### config.mk
export PLATFORM = sky130hd
export DESIGN_NAME = multi_channel_confirm_debouncer
export DESIGN_NICKNAME = d
export VERILOG_FILES = /design/src/rtl/mccd_pkg.sv /design/src/rtl/mccd_cell.sv /design/src/rtl/multi_channel_confirm_debouncer.sv
export VERILOG_INCLUDE_DIRS = /design/src /design/src/rtl
export SDC_FILE = /design/constraint.sdc
export NUM_CORES = 2
export LEC_CHECK = 0
export ABC_AREA = 1
export BUFFER_PORTS_ARGS = -buffer_cell sky130_fd_sc_hd__buf_2
export CAP_MARGIN = 5
export CORE_UTILIZATION = 55
export CTS_CLUSTER_DIAMETER = 50
export CTS_CLUSTER_SIZE = 24
export DETAILED_ROUTE_END_ITERATION = 8
export MAX_ROUTING_LAYER = met4
export PLACE_DENSITY = 0.83
export SLEW_MARGIN = 15
export SYNTH_ARGS = -nofsm -noshare
export SYNTH_HDL_FRONTEND = slang
export SYNTH_SLANG_ARGS = --single-unit
### constraint.sdc
create_clock -name clock -period 7.2 [get_ports clock]
set_clock_uncertainty 0.05 [all_clocks]
set_input_delay 0.36 -clock clock [delete_from_list [all_inputs] [get_ports clock]]
set_output_delay 0.36 -clock clock [all_outputs]
set_load 0.05 [all_outputs]
### src/rtl/multi_channel_confirm_debouncer_defines.svh
// ----------------------------------------------------------------------------
// Assertion macros for the multi-channel confirm debouncer
// Shared property shapes, all clocked on clock and disabled during reset.
// ----------------------------------------------------------------------------
`ifndef MULTI_CHANNEL_CONFIRM_DEBOUNCER_DEFINES_SVH
`define MULTI_CHANNEL_CONFIRM_DEBOUNCER_DEFINES_SVH

// Same-cycle implication
`define MCCD_ASSERT_NOW(label, ante, cons, msg) \
   label: assert property (@(posedge clock) disable iff (reset) (ante) |-> (cons)) \
      else $error(msg);

// Next-cycle implication
`define MCCD_ASSERT_NEXT(label, ante, cons, msg) \
   label: assert property (@(posedge clock) disable iff (reset) (ante) |=> (cons)) \
      else $error(msg);

`endif

### src/rtl/mccd_pkg.sv
// ----------------------------------------------------------------------------
// mccd_pkg
// Types and constants shared by the debouncer top level and its channel cells.
// ----------------------------------------------------------------------------
package mccd_pkg;

   // Field widths
   localparam int LINE_W   = 8;
   localparam int IDX_W    = 3;
   localparam int EVENT_W  = 32;
   localparam int DEB_W    = 16;
   localparam int ACT_W    = 4;
   localparam int MODE_W   = 2;

   // Stream payload widths
   localparam int REQ_DATA_W = 16;
   localparam int RSP_DATA_W = 56;

   // Configuration port
   localparam int CSR_IDX_W  = 1;
   localparam int CSR_DATA_W = 16;

   typedef enum logic [CSR_IDX_W-1:0] {
      CSR_DEBOUNCE_TIME = 1'b0,
      CSR_ACTIVE_COUNT  = 1'b1
   } csr_index_type;

   // Reset values of the registers
   localparam logic [DEB_W-1:0] DEBOUNCE_RESET = 16'd60;
   localparam logic [ACT_W-1:0] ACTIVE_RESET   = 4'd0;

   // Request kinds
   typedef enum logic [MODE_W-1:0] {
      MODE_ARM     = 2'd0,
      MODE_POLL    = 2'd1,
      MODE_CONSUME = 2'd2,
      MODE_STATUS  = 2'd3
   } mode_type;

   // Control handed to each channel cell
   typedef struct packed {
      logic     advance;
      mode_type mode;
      logic     active;
      logic     sample;
      logic     consume;
   } cell_ctl_type;

   // Status returned by each channel cell
   typedef struct packed {
      logic               closed;
      logic [EVENT_W-1:0] events;
      logic               pending;
      logic               flipped;
   } cell_stat_type;

endpackage

### src/rtl/mccd_cell.sv
// ----------------------------------------------------------------------------
// mccd_cell
// State of one switch channel: debounced level, disagreement counter,
// wrapping event total and pending flag, updated once per request.
// ----------------------------------------------------------------------------
module mccd_cell #(
   parameter int POLL_PERIOD_MS = 20
) (
   input  logic                       clock,
   input  logic                       reset,
   input  mccd_pkg::cell_ctl_type     ctl,
   input  logic [mccd_pkg::DEB_W-1:0] thresh,
   output mccd_pkg::cell_stat_type    stat
);
   import mccd_pkg::*;

   // Largest sample count the counter must hold
   localparam int MAX_NEED = ((1 << DEB_W) - 1) / POLL_PERIOD_MS;
   localparam int CNT_W    = $clog2(MAX_NEED + 1);
   localparam int PROD_W   = CNT_W + $clog2(POLL_PERIOD_MS + 1);

   logic               state_ff, state_in;
   logic [CNT_W-1:0]   cnt_ff, cnt_in;
   logic [EVENT_W-1:0] events_ff, events_in;
   logic               flag_ff, flag_in;

   logic               disagree;
   logic [CNT_W-1:0]   cnt_inc;
   logic [PROD_W-1:0]  reach_prod;
   logic               reach;
   logic               flip;

   // Confirm once (count + 2) periods exceed the debounce time
   assign disagree   = ctl.sample != state_ff;
   assign cnt_inc    = cnt_ff + CNT_W'(1);
   assign reach_prod = (PROD_W'(cnt_inc) + PROD_W'(1)) * PROD_W'(POLL_PERIOD_MS);
   assign reach      = reach_prod > PROD_W'(thresh);
   assign flip       = (ctl.mode == MODE_POLL) && ctl.active && disagree && reach;

   // Next state for the request in the input stage
   always_comb begin
      state_in  = state_ff;
      cnt_in    = cnt_ff;
      events_in = events_ff;
      flag_in   = flag_ff;
      case (ctl.mode)
         MODE_ARM: begin
            state_in  = ctl.active & ctl.sample;
            cnt_in    = '0;
            events_in = '0;
            flag_in   = 1'b0;
         end
         MODE_POLL: begin
            if (ctl.active) begin
               if (!disagree) begin
                  cnt_in = '0;
               end else if (reach) begin
                  state_in  = ctl.sample;
                  cnt_in    = '0;
                  events_in = events_ff + EVENT_W'(1);
                  flag_in   = 1'b1;
               end else begin
                  cnt_in = cnt_inc;
               end
            end
         end
         MODE_CONSUME: begin
            if (ctl.consume) begin
               flag_in = 1'b0;
            end
         end
         default: begin
         end
      endcase
   end

   // Commit when the request moves to the result register
   always_ff @(posedge clock) begin
      if (reset) begin
         state_ff  <= 1'b0;
         cnt_ff    <= '0;
         events_ff <= '0;
         flag_ff   <= 1'b0;
      end else if (ctl.advance) begin
         state_ff  <= state_in;
         cnt_ff    <= cnt_in;
         events_ff <= events_in;
         flag_ff   <= flag_in;
      end
   end

   assign stat.closed  = state_in;
   assign stat.events  = events_in;
   assign stat.pending = flag_ff;
   assign stat.flipped = flip;

endmodule

### src/rtl/multi_channel_confirm_debouncer.sv
// ----------------------------------------------------------------------------
// multi_channel_confirm_debouncer
// Sample-and-confirm debouncer for up to MAX_CHANNELS active-low switch lines
// with arm, poll, consume and status requests, one status response per request.
//
//   channel  direction  handshake            payload
//   req_     in         req_tvalid/tready    tuser: mode; tdata: lines, index
//   rsp_     out        rsp_tvalid/tready    tdata: status of channels
//   csr_     in         csr_valid/ready      csr_index, csr_data
//
// One request per cycle sustained while the response is not stalled. rsp_tvalid
// rises once an accepted request has passed the input register and then the
// result register fed by the channel cells. Synchronous reset clears all channel
// state and sets the debounce time to 60 ms and the active count to 0. A stalled
// response holds the result register, and the input register still takes one
// more request behind it.
// ----------------------------------------------------------------------------
module multi_channel_confirm_debouncer #(
   parameter int MAX_CHANNELS   = 8,
   parameter int POLL_PERIOD_MS = 20
) (
   input  logic                            clock,
   input  logic                            reset,
   // request stream
   input  logic                            req_tvalid,
   output logic                            req_tready,
   input  logic [mccd_pkg::MODE_W-1:0]     req_tuser,  // [1:0] mode
   input  logic [mccd_pkg::REQ_DATA_W-1:0] req_tdata,  // [7:0] line_levels, [10:8] index
   // response stream
   output logic                            rsp_tvalid,
   input  logic                            rsp_tready,
   output logic [mccd_pkg::RSP_DATA_W-1:0] rsp_tdata,  // [0] closed, [32:1] events,
                                                       // [33] pending, [41:34] closed_all,
                                                       // [49:42] changed_now
   // configuration writes
   input  logic                            csr_valid,
   output logic                            csr_ready,
   input  logic [mccd_pkg::CSR_IDX_W-1:0]  csr_index,
   input  logic [mccd_pkg::CSR_DATA_W-1:0] csr_data
);
   import mccd_pkg::*;

   `include "multi_channel_confirm_debouncer_defines.svh"

   localparam int LIVE_W = $clog2(MAX_CHANNELS + 1);
   localparam int SEL_W  = (LIVE_W > IDX_W) ? LIVE_W : IDX_W;
   localparam int PAD_W  = RSP_DATA_W - (1 + EVENT_W + 1 + 2 * LINE_W);

   // Configuration registers
   logic [DEB_W-1:0] debounce_ff;
   logic [ACT_W-1:0] active_ff;

   // Input stage
   logic              s1_valid_ff;
   mode_type          s1_mode_ff;
   logic [LINE_W-1:0] s1_lines_ff;
   logic [IDX_W-1:0]  s1_idx_ff;

   // Result stage
   logic                  rsp_valid_ff;
   logic [RSP_DATA_W-1:0] rsp_data_ff, rsp_data_in;

   logic                  advance;
   logic [LIVE_W-1:0]     live;
   logic                  sel_ok;
   logic [DEB_W-1:0]      thresh;
   logic [MAX_CHANNELS-1:0] active_vec;
   logic [MAX_CHANNELS-1:0] hit_vec;
   cell_ctl_type          ctl [MAX_CHANNELS];
   cell_stat_type         stat [MAX_CHANNELS];

   logic                  sel_closed;
   logic [EVENT_W-1:0]    sel_events;
   logic                  sel_pending;
   logic [LINE_W-1:0]     closed_all;
   logic [LINE_W-1:0]     changed_now;
   logic [LINE_W-1:0]     active_lines;

   // Pipeline flow
   assign advance    = s1_valid_ff && (!rsp_valid_ff || rsp_tready);
   assign req_tready = !s1_valid_ff || advance;
   assign csr_ready  = 1'b1;

   // Write configuration registers
   always_ff @(posedge clock) begin
      if (reset) begin
         debounce_ff <= DEBOUNCE_RESET;
         active_ff   <= ACTIVE_RESET;
      end else if (csr_valid && csr_ready) begin
         case (csr_index_type'(csr_index))
            CSR_DEBOUNCE_TIME: debounce_ff <= csr_data[DEB_W-1:0];
            CSR_ACTIVE_COUNT:  active_ff   <= csr_data[ACT_W-1:0];
            default: begin
            end
         endcase
      end
   end

   // Capture the request
   always_ff @(posedge clock) begin
      if (reset) begin
         s1_valid_ff <= 1'b0;
      end else if (req_tready) begin
         s1_valid_ff <= req_tvalid;
      end
   end

   always_ff @(posedge clock) begin
      if (req_tvalid && req_tready) begin
         s1_mode_ff  <= mode_type'(req_tuser);
         s1_lines_ff <= req_tdata[LINE_W-1:0];
         s1_idx_ff   <= req_tdata[LINE_W +: IDX_W];
      end
   end

   // Clamp the channel count and the debounce time
   always_comb begin
      if (ACT_W'(active_ff) > ACT_W'(MAX_CHANNELS) && MAX_CHANNELS < (1 << ACT_W)) begin
         live = LIVE_W'(MAX_CHANNELS);
      end else begin
         live = LIVE_W'(active_ff);
      end
   end

   assign thresh = (debounce_ff < DEB_W'(POLL_PERIOD_MS)) ? DEB_W'(POLL_PERIOD_MS)
                                                          : debounce_ff;
   assign sel_ok = SEL_W'(s1_idx_ff) < SEL_W'(live);

   // Channel cells
   for (genvar i = 0; i < MAX_CHANNELS; i++) begin : g_ch
      assign active_vec[i] = LIVE_W'(i) < live;
      if (i < LINE_W) begin : g_line
         assign hit_vec[i]    = sel_ok && (s1_idx_ff == IDX_W'(i));
         assign ctl[i].sample = ~s1_lines_ff[i];
      end else begin : g_noline
         assign hit_vec[i]    = 1'b0;
         assign ctl[i].sample = 1'b0;
      end
      assign ctl[i].advance = advance;
      assign ctl[i].mode    = s1_mode_ff;
      assign ctl[i].active  = active_vec[i];
      assign ctl[i].consume = hit_vec[i];

      mccd_cell #(
         .POLL_PERIOD_MS (POLL_PERIOD_MS)
      ) u_cell (
         .clock  (clock),
         .reset  (reset),
         .ctl    (ctl[i]),
         .thresh (thresh),
         .stat   (stat[i])
      );
   end

   // Per-line status bits
   for (genvar j = 0; j < LINE_W; j++) begin : g_bits
      if (j < MAX_CHANNELS) begin : g_used
         assign active_lines[j] = active_vec[j];
         assign closed_all[j]   = active_vec[j] & stat[j].closed;
         assign changed_now[j]  = stat[j].flipped;
      end else begin : g_unused
         assign active_lines[j] = 1'b0;
         assign closed_all[j]   = 1'b0;
         assign changed_now[j]  = 1'b0;
      end
   end

   // Select the status of the indexed channel
   always_comb begin
      sel_closed  = 1'b0;
      sel_events  = '0;
      sel_pending = 1'b0;
      for (int k = 0; k < MAX_CHANNELS; k++) begin
         if (hit_vec[k]) begin
            sel_closed  = stat[k].closed;
            sel_events  = stat[k].events;
            sel_pending = stat[k].pending;
         end
      end
   end

   assign rsp_data_in = {{PAD_W{1'b0}}, changed_now, closed_all, sel_pending,
                         sel_events, sel_closed};

   // Result register
   always_ff @(posedge clock) begin
      if (reset) begin
         rsp_valid_ff <= 1'b0;
      end else if (advance) begin
         rsp_valid_ff <= 1'b1;
      end else if (rsp_tready) begin
         rsp_valid_ff <= 1'b0;
      end
   end

   always_ff @(posedge clock) begin
      if (advance) begin
         rsp_data_ff <= rsp_data_in;
      end
   end

   assign rsp_tvalid = rsp_valid_ff;
   assign rsp_tdata  = rsp_data_ff;

   // Checks on the datapath
   `MCCD_ASSERT_NOW(a_changed_poll_only, advance && (s1_mode_ff != MODE_POLL), changed_now == '0, "changed_now set outside a poll request")
   `MCCD_ASSERT_NOW(a_changed_active, advance, (changed_now & ~active_lines) == '0, "inactive channel reported as changed")
   `MCCD_ASSERT_NOW(a_closed_active, advance, (closed_all & ~active_lines) == '0, "inactive channel reported as closed")
   `MCCD_ASSERT_NEXT(a_result_loaded, advance, rsp_valid_ff, "request advanced without a response")

endmodule
### Word level (Yosys, flattened, before mapping)

Index checks and enable logic that the tools add are counted.

* logic and storage cells: 390
* flip-flop bits (word level): 453
* memories kept: 0
* bits in latches: 0
* output and inout port bits: 59
* ROM bits: 0
* bits in writable memories: 0

* divide/modulo/power cells: 0
* add/sub/neg operators: 24
* magnitude comparators: 19
* bitwise gates (word level): 25
* mux-type cells: 164
* shift operators: 0
* multipliers: 8
* equality and inequality tests: 49
* reduce and logical (&&, ||, !) cells: 61

Operator list (number)
* two-way mux 32 bit: 32
* one-hot mux 32 bit (2 select lines): 8
* two-way mux 12 bit: 24
* adder 32 x 1 -> 32 bit (second input constant): 8
* one-hot mux 12 bit (2 select lines): 8
* > comparator 17 x 16 -> 1 bit: 8
* multiplier 17 x 3 -> 15 bit (second input constant): 8
* adder 12 x 1 -> 13 bit (second input constant): 8
* adder 12 x 1 -> 12 bit (second input constant): 8
* two-way mux 1 bit: 74
* AND reduction 6 bit: 8
* logical AND 1 bit: 34
* != test 2 x 1 -> 1 bit (second input constant): 16
* != test 2 bit (second input constant): 16
* one-hot mux 1 bit (3 select lines): 8
* AND reduction 3 bit: 8
* AND 1 bit: 16
* less-than comparator 16 x 5 -> 1 bit (second input constant): 1
* less-than comparator 3 x 4 -> 1 bit (first input constant): 4
* two-way mux 16 bit: 1
* one-hot mux 1 bit (2 select lines): 8
* equality test 3 bit (second input constant): 4
* inverter 1 bit: 9
* less-than comparator 1 x 4 -> 1 bit (first input constant): 2
* 16 further kinds: 29

### Logic depth before layout (Yosys ltp)

* depth after elaboration: 16
* mapped depth: 45
* depth with buffers taken out: 44

### By module

From an unflattened synthesis, not the netlist that was laid out.

* cells, all modules: 6739
* area, all modules: 42562.1 um^2

By module, submodules not included
* mccd_cell (g_ch[1].u_cell ...): cells each 733, area each 4613.2 um^2, times used 4
* multi_channel_confirm_debouncer: cells each 859, area each 5913.2 um^2, times used 1
* mccd_cell (g_ch[7].u_cell): cells each 769, area each 4758.3 um^2, times used 1
* mccd_cell (g_ch[0].u_cell): cells each 726, area each 4513.1 um^2, times used 1
* mccd_cell (g_ch[6].u_cell): cells each 728, area each 4463.0 um^2, times used 1
* mccd_cell (g_ch[3].u_cell): cells each 725, area each 4461.8 um^2, times used 1

### Worst setup path before layout

No wires, ideal clock.

* path kind: flip-flop to flip-flop
* start: reg g_ch[7].u_cell.cnt_ff[0]
* end: reg rsp_data_ff[32] (netlist: rsp_tdata[32]) (data pin)
* cell stages (with the launch flop): 36
* required time: 6.890 ns
* slack: 1.783 ns
* library setup time: 0.260 ns
* arrival time: 5.108 ns
* cell sequence: dfxtp_1 -> ha_1 -> xor2_1 -> inv_1 -> nor2_1 -> inv_1 -> nor2_1 -> nand2_1 -> nor2_1 -> xor2_1 -> inv_1 -> ha_1 -> ha_1 -> a21oi_1 -> o21ai_0 -> a21oi_1 -> inv_1 -> a21oi_1 -> nor2_1 -> o21ai_0 -> nand2_1 -> nand2_1 -> nand2_1 -> a21oi_1 -> xor2_1 -> ha_1 -> nand3_1 -> nor4_1 -> nand2_4 -> nand2_4 -> nor2_2 -> nand2_1 -> inv_1 -> or2_2 -> nand4_1 -> nand3_1

* cells in the longest elaborated chain, start to end: 9

Ends and longest elaborated chain
* start: declaration: line mccd_cell.sv:23 `logic [CNT_W-1:0] cnt_ff, cnt_in;`
* start signal: assignment: line mccd_cell.sv:86 `cnt_ff <= cnt_in;`
* adder 12 x 1 -> 12 bit: line mccd_cell.sv:35 `assign cnt_inc = cnt_ff + CNT_W'(1);`
* adder 12 x 1 -> 13 bit: line mccd_cell.sv:36 `assign reach_prod = (PROD_W'(cnt_inc) + PROD_W'(1)) * PROD_W'(POLL_PERIOD_MS);`
* multiplier 17 x 3 -> 15 bit: line mccd_cell.sv:36
* > comparator 17 x 16 -> 1 bit: line mccd_cell.sv:37 `assign reach = reach_prod > PROD_W'(thresh);`
* two-way mux 32 bit: line mccd_cell.sv:57 `end else if (reach) begin`
* two-way mux 32 bit: line mccd_cell.sv:55 `if (!disagree) begin`
* two-way mux 32 bit: line mccd_cell.sv:54 `if (ctl.active) begin`
* one-hot mux 32 bit (2 select lines): line mccd_cell.sv:46 `case (ctl.mode)`
* two-way mux 32 bit: line multi_channel_confirm_debouncer.sv:174 `if (hit_vec[k]) begin`
* via sel_events[31]: line multi_channel_confirm_debouncer.sv:73 `logic [EVENT_W-1:0] sel_events;`
* end signal: assignment: line multi_channel_confirm_debouncer.sv:198 `rsp_data_ff <= rsp_data_in;`
* end: declaration: line multi_channel_confirm_debouncer.sv:61 `logic [RSP_DATA_W-1:0] rsp_data_ff, rsp_data_in;`

The timed path passes the listed nets, and every way through them passes these cells.
A chain may end at the register's enable or synchronous reset.

### Worst setup path in the final report

* start: reg g_ch[1].u_cell.cnt_ff[0]
* end: reg rsp_data_ff[28] (netlist: rsp_tdata[28]) (data pin)

* cells in the longest elaborated chain, start to end: 15

Ends and longest elaborated chain (line)
* start: declaration: mccd_cell.sv:23
* start signal: assignment: mccd_cell.sv:86
* adder 12 x 1 -> 12 bit: mccd_cell.sv:35
* adder 12 x 1 -> 13 bit: mccd_cell.sv:36
* multiplier 17 x 3 -> 15 bit: mccd_cell.sv:36
* > comparator 17 x 16 -> 1 bit: mccd_cell.sv:37
* two-way mux 32 bit: mccd_cell.sv:57
* two-way mux 32 bit: mccd_cell.sv:55
* two-way mux 32 bit: mccd_cell.sv:54
* one-hot mux 32 bit (2 select lines): mccd_cell.sv:46
* two-way mux 32 bit (7 in series): multi_channel_confirm_debouncer.sv:174
* via sel_events[27]: multi_channel_confirm_debouncer.sv:73

The timed path passes the listed nets, and every way through them passes these cells.

==> flow_metrics.env <==
export IMPL_start_util=0.558
export IMPL_ir_drop_mv=0.232
export IMPL_drive_above_1_share=0.0712
export IMPL_grt_start_max_net_pins=259
export IMPL_clock_latency_ns=0.63
export IMPL_cts_buffers=67
export IMPL_setup_violations=0
export IMPL_synth_enable_flop_cells=63
export IMPL_h_tree_depth=3
export IMPL_wl_per_cell_um=17.3
export IMPL_std_cell_rows=96
export IMPL_clk_path_buf_depth=3
export IMPL_place_congestion=1.01
export IMPL_netlist_instances=5931
export IMPL_portBuffers=86
export IMPL_worstSetupPathType="flop to flop"
export IMPL_cp_max_fo=9
export IMPL_cpPeakStageDelay_ns=0.46
export IMPL_synth_distinct_cells=73
export IMPL_hold_violations=0
export IMPL_power_density_mw_per_mm2=171
export IMPL_final_common_cell="nand2_1"
export IMPL_critPathSlowestCell="dfxtp_1"
export IMPL_synth_main_ff_cell="dfxtp_1"
export IMPL_syn_area_per_cell_um2=6.49
export IMPL_cts_sinks=453
export IMPL_dp_slack_ns=0.426
export IMPL_layout_nets=6296
export IMPL_num_vias=41330
export IMPL_grt_pass1_vias=37555
export IMPL_die_w_um=266
export IMPL_most_common_layout_cells="nand2_1 (1149), inv_1 (786), nand3_1 (554)"
export IMPL_wl_met2_um=52800
export IMPL_wl_met3_um=12400
export IMPL_via_per_inst=5.97
export IMPL_totalWireLength_um=120000
export IMPL_wl_met1_um=48500
export IMPL_ios=99
export IMPL_crit_arrival_ns=7.08
export IMPL_cp_start_kind="flop"
export IMPL_ant_nets=0
export IMPL_dr_pass1_iters=9
export IMPL_clkSlewWorstSetupHoldPaths_ns=0.07
export IMPL_grt_pass1_wl_um=190000
export IMPL_yosys_register_bits=453
export IMPL_worstMarginPinSlew_ns=1.23
export IMPL_antenna_found_initial=2
export IMPL_core_area_mm2=0.0689
export IMPL_synthToLayoutAreaGrowth_pct=9.83
export IMPL_crit_required_ns=7.54
export IMPL_min_path_type="input pin to flop"
export IMPL_cap_violations=0
export IMPL_drt_iter0_markers=4831
export IMPL_power_mw=7.22
export IMPL_seq_area_frac_synth=0.252
export IMPL_netlist_area_mm2=0.0385
export IMPL_cp_end_kind="flop"
export IMPL_grt_overflow_total=0
export IMPL_relSlewSlack=0.179
export IMPL_p_leak_nw=18.3
export IMPL_ys_warn_count=0
export IMPL_cpMostUsedCell="nand2_1"
export IMPL_place_hpwl_um=84800
export IMPL_finalSetupTns_ns=0
export IMPL_die_y_um=266
export IMPL_grt_usage=0.337
export IMPL_setup_ws_ns=0.466
export IMPL_slew_viol_final=0
export IMPL_top_layer="met4"
export IMPL_cts_setup_buffers=0
export IMPL_fin_crit_ns=6.73
export IMPL_die_area_mm2=0.0710
export IMPL_async_reset_ff_frac=0
export IMPL_post_route_period_util=0.935
export IMPL_drc=0
export IMPL_cts_tree="built"
export IMPL_fmax_mhz=149
export IMPL_status="completed"
export IMPL_cts_root_buf="clkbuf_16"
[worst paths after layout]
path | from | endpoint | slack (ns) | cells after the start
worst max-delay path | g_ch[1].u_cell.cnt_ff[0] | rsp_tdata[28] | 0.47 | 35
worst min-delay path | csr_data[14] | debounce_ff[14] | 0.03 | 3
worst max register to register | g_ch[1].u_cell.cnt_ff[0] | rsp_tdata[28] | 0.47 | 35
worst min register to register | g_ch[3].u_cell.flag_ff | g_ch[3].u_cell.flag_ff | 0.41 | 2
[layout make-up]
type	instances	area [um2]
Antenna cell	3	7.51
Clock buffer	76	1760
Clock inverter	48	637
Fill cell	6308	26700
Inverter	826	3130
Multi-Input combinational cell	4443	24900
Sequential cell	453	9700
Tap cell	931	1160
Timing Repair Buffer	147	980
[cells in the mapped netlist (5+ instances only)]
cell | n | area share
nand3b_1 | 20 | 0.0039
buf_6 | 5 | 0.0015
o211ai_1 | 11 | 0.0021
nand3_1 | 554 | 0.072
nand4_1 | 241 | 0.039
a2bb2oi_1 | 6 | 0.0014
edfxtp_1 | 63 | 0.049
o21bai_2 | 5 | 0.0015
o21bai_1 | 33 | 0.0064
buf_4 | 9 | 0.0018
nand3_2 | 19 | 0.0049
o21ai_1 | 32 | 0.0042
nand2_4 | 8 | 0.0023
fa_1 | 8 | 0.0042
clkinv_1 | 5 | 0.00049
or2_1 | 9 | 0.0015
a211oi_1 | 51 | 0.010
xor2_1 | 139 | 0.032
xnor2_1 | 34 | 0.0077
dfxtp_1 | 390 | 0.20
buf_2 | 14 | 0.0018
o22ai_1 | 6 | 0.00098
a21o_1 | 17 | 0.0033
xor2_2 | 5 | 0.0021
nor4_1 | 57 | 0.0093
inv_2 | 29 | 0.0028
nand2_1 | 1151 | 0.11
nand2_2 | 21 | 0.0034
nor2_1 | 482 | 0.047
buf_1 | 21 | 0.0020
or2_2 | 15 | 0.0024
nor2_4 | 16 | 0.0047
nor2_2 | 23 | 0.0037
a21oi_1 | 547 | 0.071
ha_1 | 310 | 0.10
nor3_1 | 156 | 0.020
a31oi_1 | 25 | 0.0041
nor3_2 | 6 | 0.0016
inv_1 | 788 | 0.077
and3_1 | 6 | 0.00098
o21ai_0 | 371 | 0.048
clkbuf_1 | 165 | 0.016
[worst max-delay path, delay by kind of cell (launching register included)]
| kind | cells | cell delay [ns] |
|---|---|---|
| AND/OR/NAND/NOR | 21 | 3.22 |
| flip-flops | 1 | 0.46 |
| adder cells (fa/ha/maj) | 4 | 1.21 |
| AO/OA/AOI/OAI | 5 | 0.88 |
| XOR/XNOR | 3 | 0.54 |
| buffers and inverters | 2 | 0.15 |
[sequential cells by signal, summed over array words and instances, names as in the netlist]
name and count:
active_ff 4, rsp_tdata 50, s1_mode_ff 2, s1_valid_ff 1
g_ch.u_cell.flag_ff 8, debounce_ff 16, rsp_tvalid 1, g_ch.u_cell.cnt_ff 96
g_ch.u_cell.state_ff 8, g_ch.u_cell.events_ff 256, s1_idx_ff 3, s1_lines_ff 8
[layer usage]
layer,vias to the layer above,track usage
li1,20023,-
met1,18827,0.419
met2,2098,0.526
met3,382,0.0590
met4,0,0.168
met5,-,-
[per-stage QoR]
stage | util | std cells | hold WS [ns] | instance area (um2)
after floorplan | - | 5936 | 0.385 | 38500
after global placement | 0.573 | 6771 | 0.401 | 39500
after detailed placement | 0.573 | 6771 | 0.404 | 39500
after CTS | 0.612 | 6924 | 0.0131 | 42200
after global routing | 0.613 | 6926 | 0.0402 | 42300
final | 0.613 | 6927 | 0.0283 | 42300
[repair_timing]
item,in CTS,in global routing
hold buffers,29,0
endpoints found under the hold margin,41,0
gates resized for setup,0,11
setup endpoints to repair,0,40
[cells by family after synthesis]
group | share of synthesized area
AND/OR/NAND/NOR | 0.336
AO/OA/AOI/OAI | 0.160
buffers and inverters | 0.104
flip-flops | 0.252
XOR/XNOR | 0.0423
adder cells (fa/ha/maj) | 0.105
other | 0.000195
[where the power goes]
| part | total [mW] | switching [mW] | internal (mW) | leakage, nW |
|---|---|---|---|---|
| logic | 0.938 | 0.696 | 0.242 | 13.3 |
| clock network | 3.47 | 1.52 | 1.95 | 1.15 |
| registers | 2.81 | 0.118 | 2.69 | 3.80 |
(Power assumes the default switching activity.)
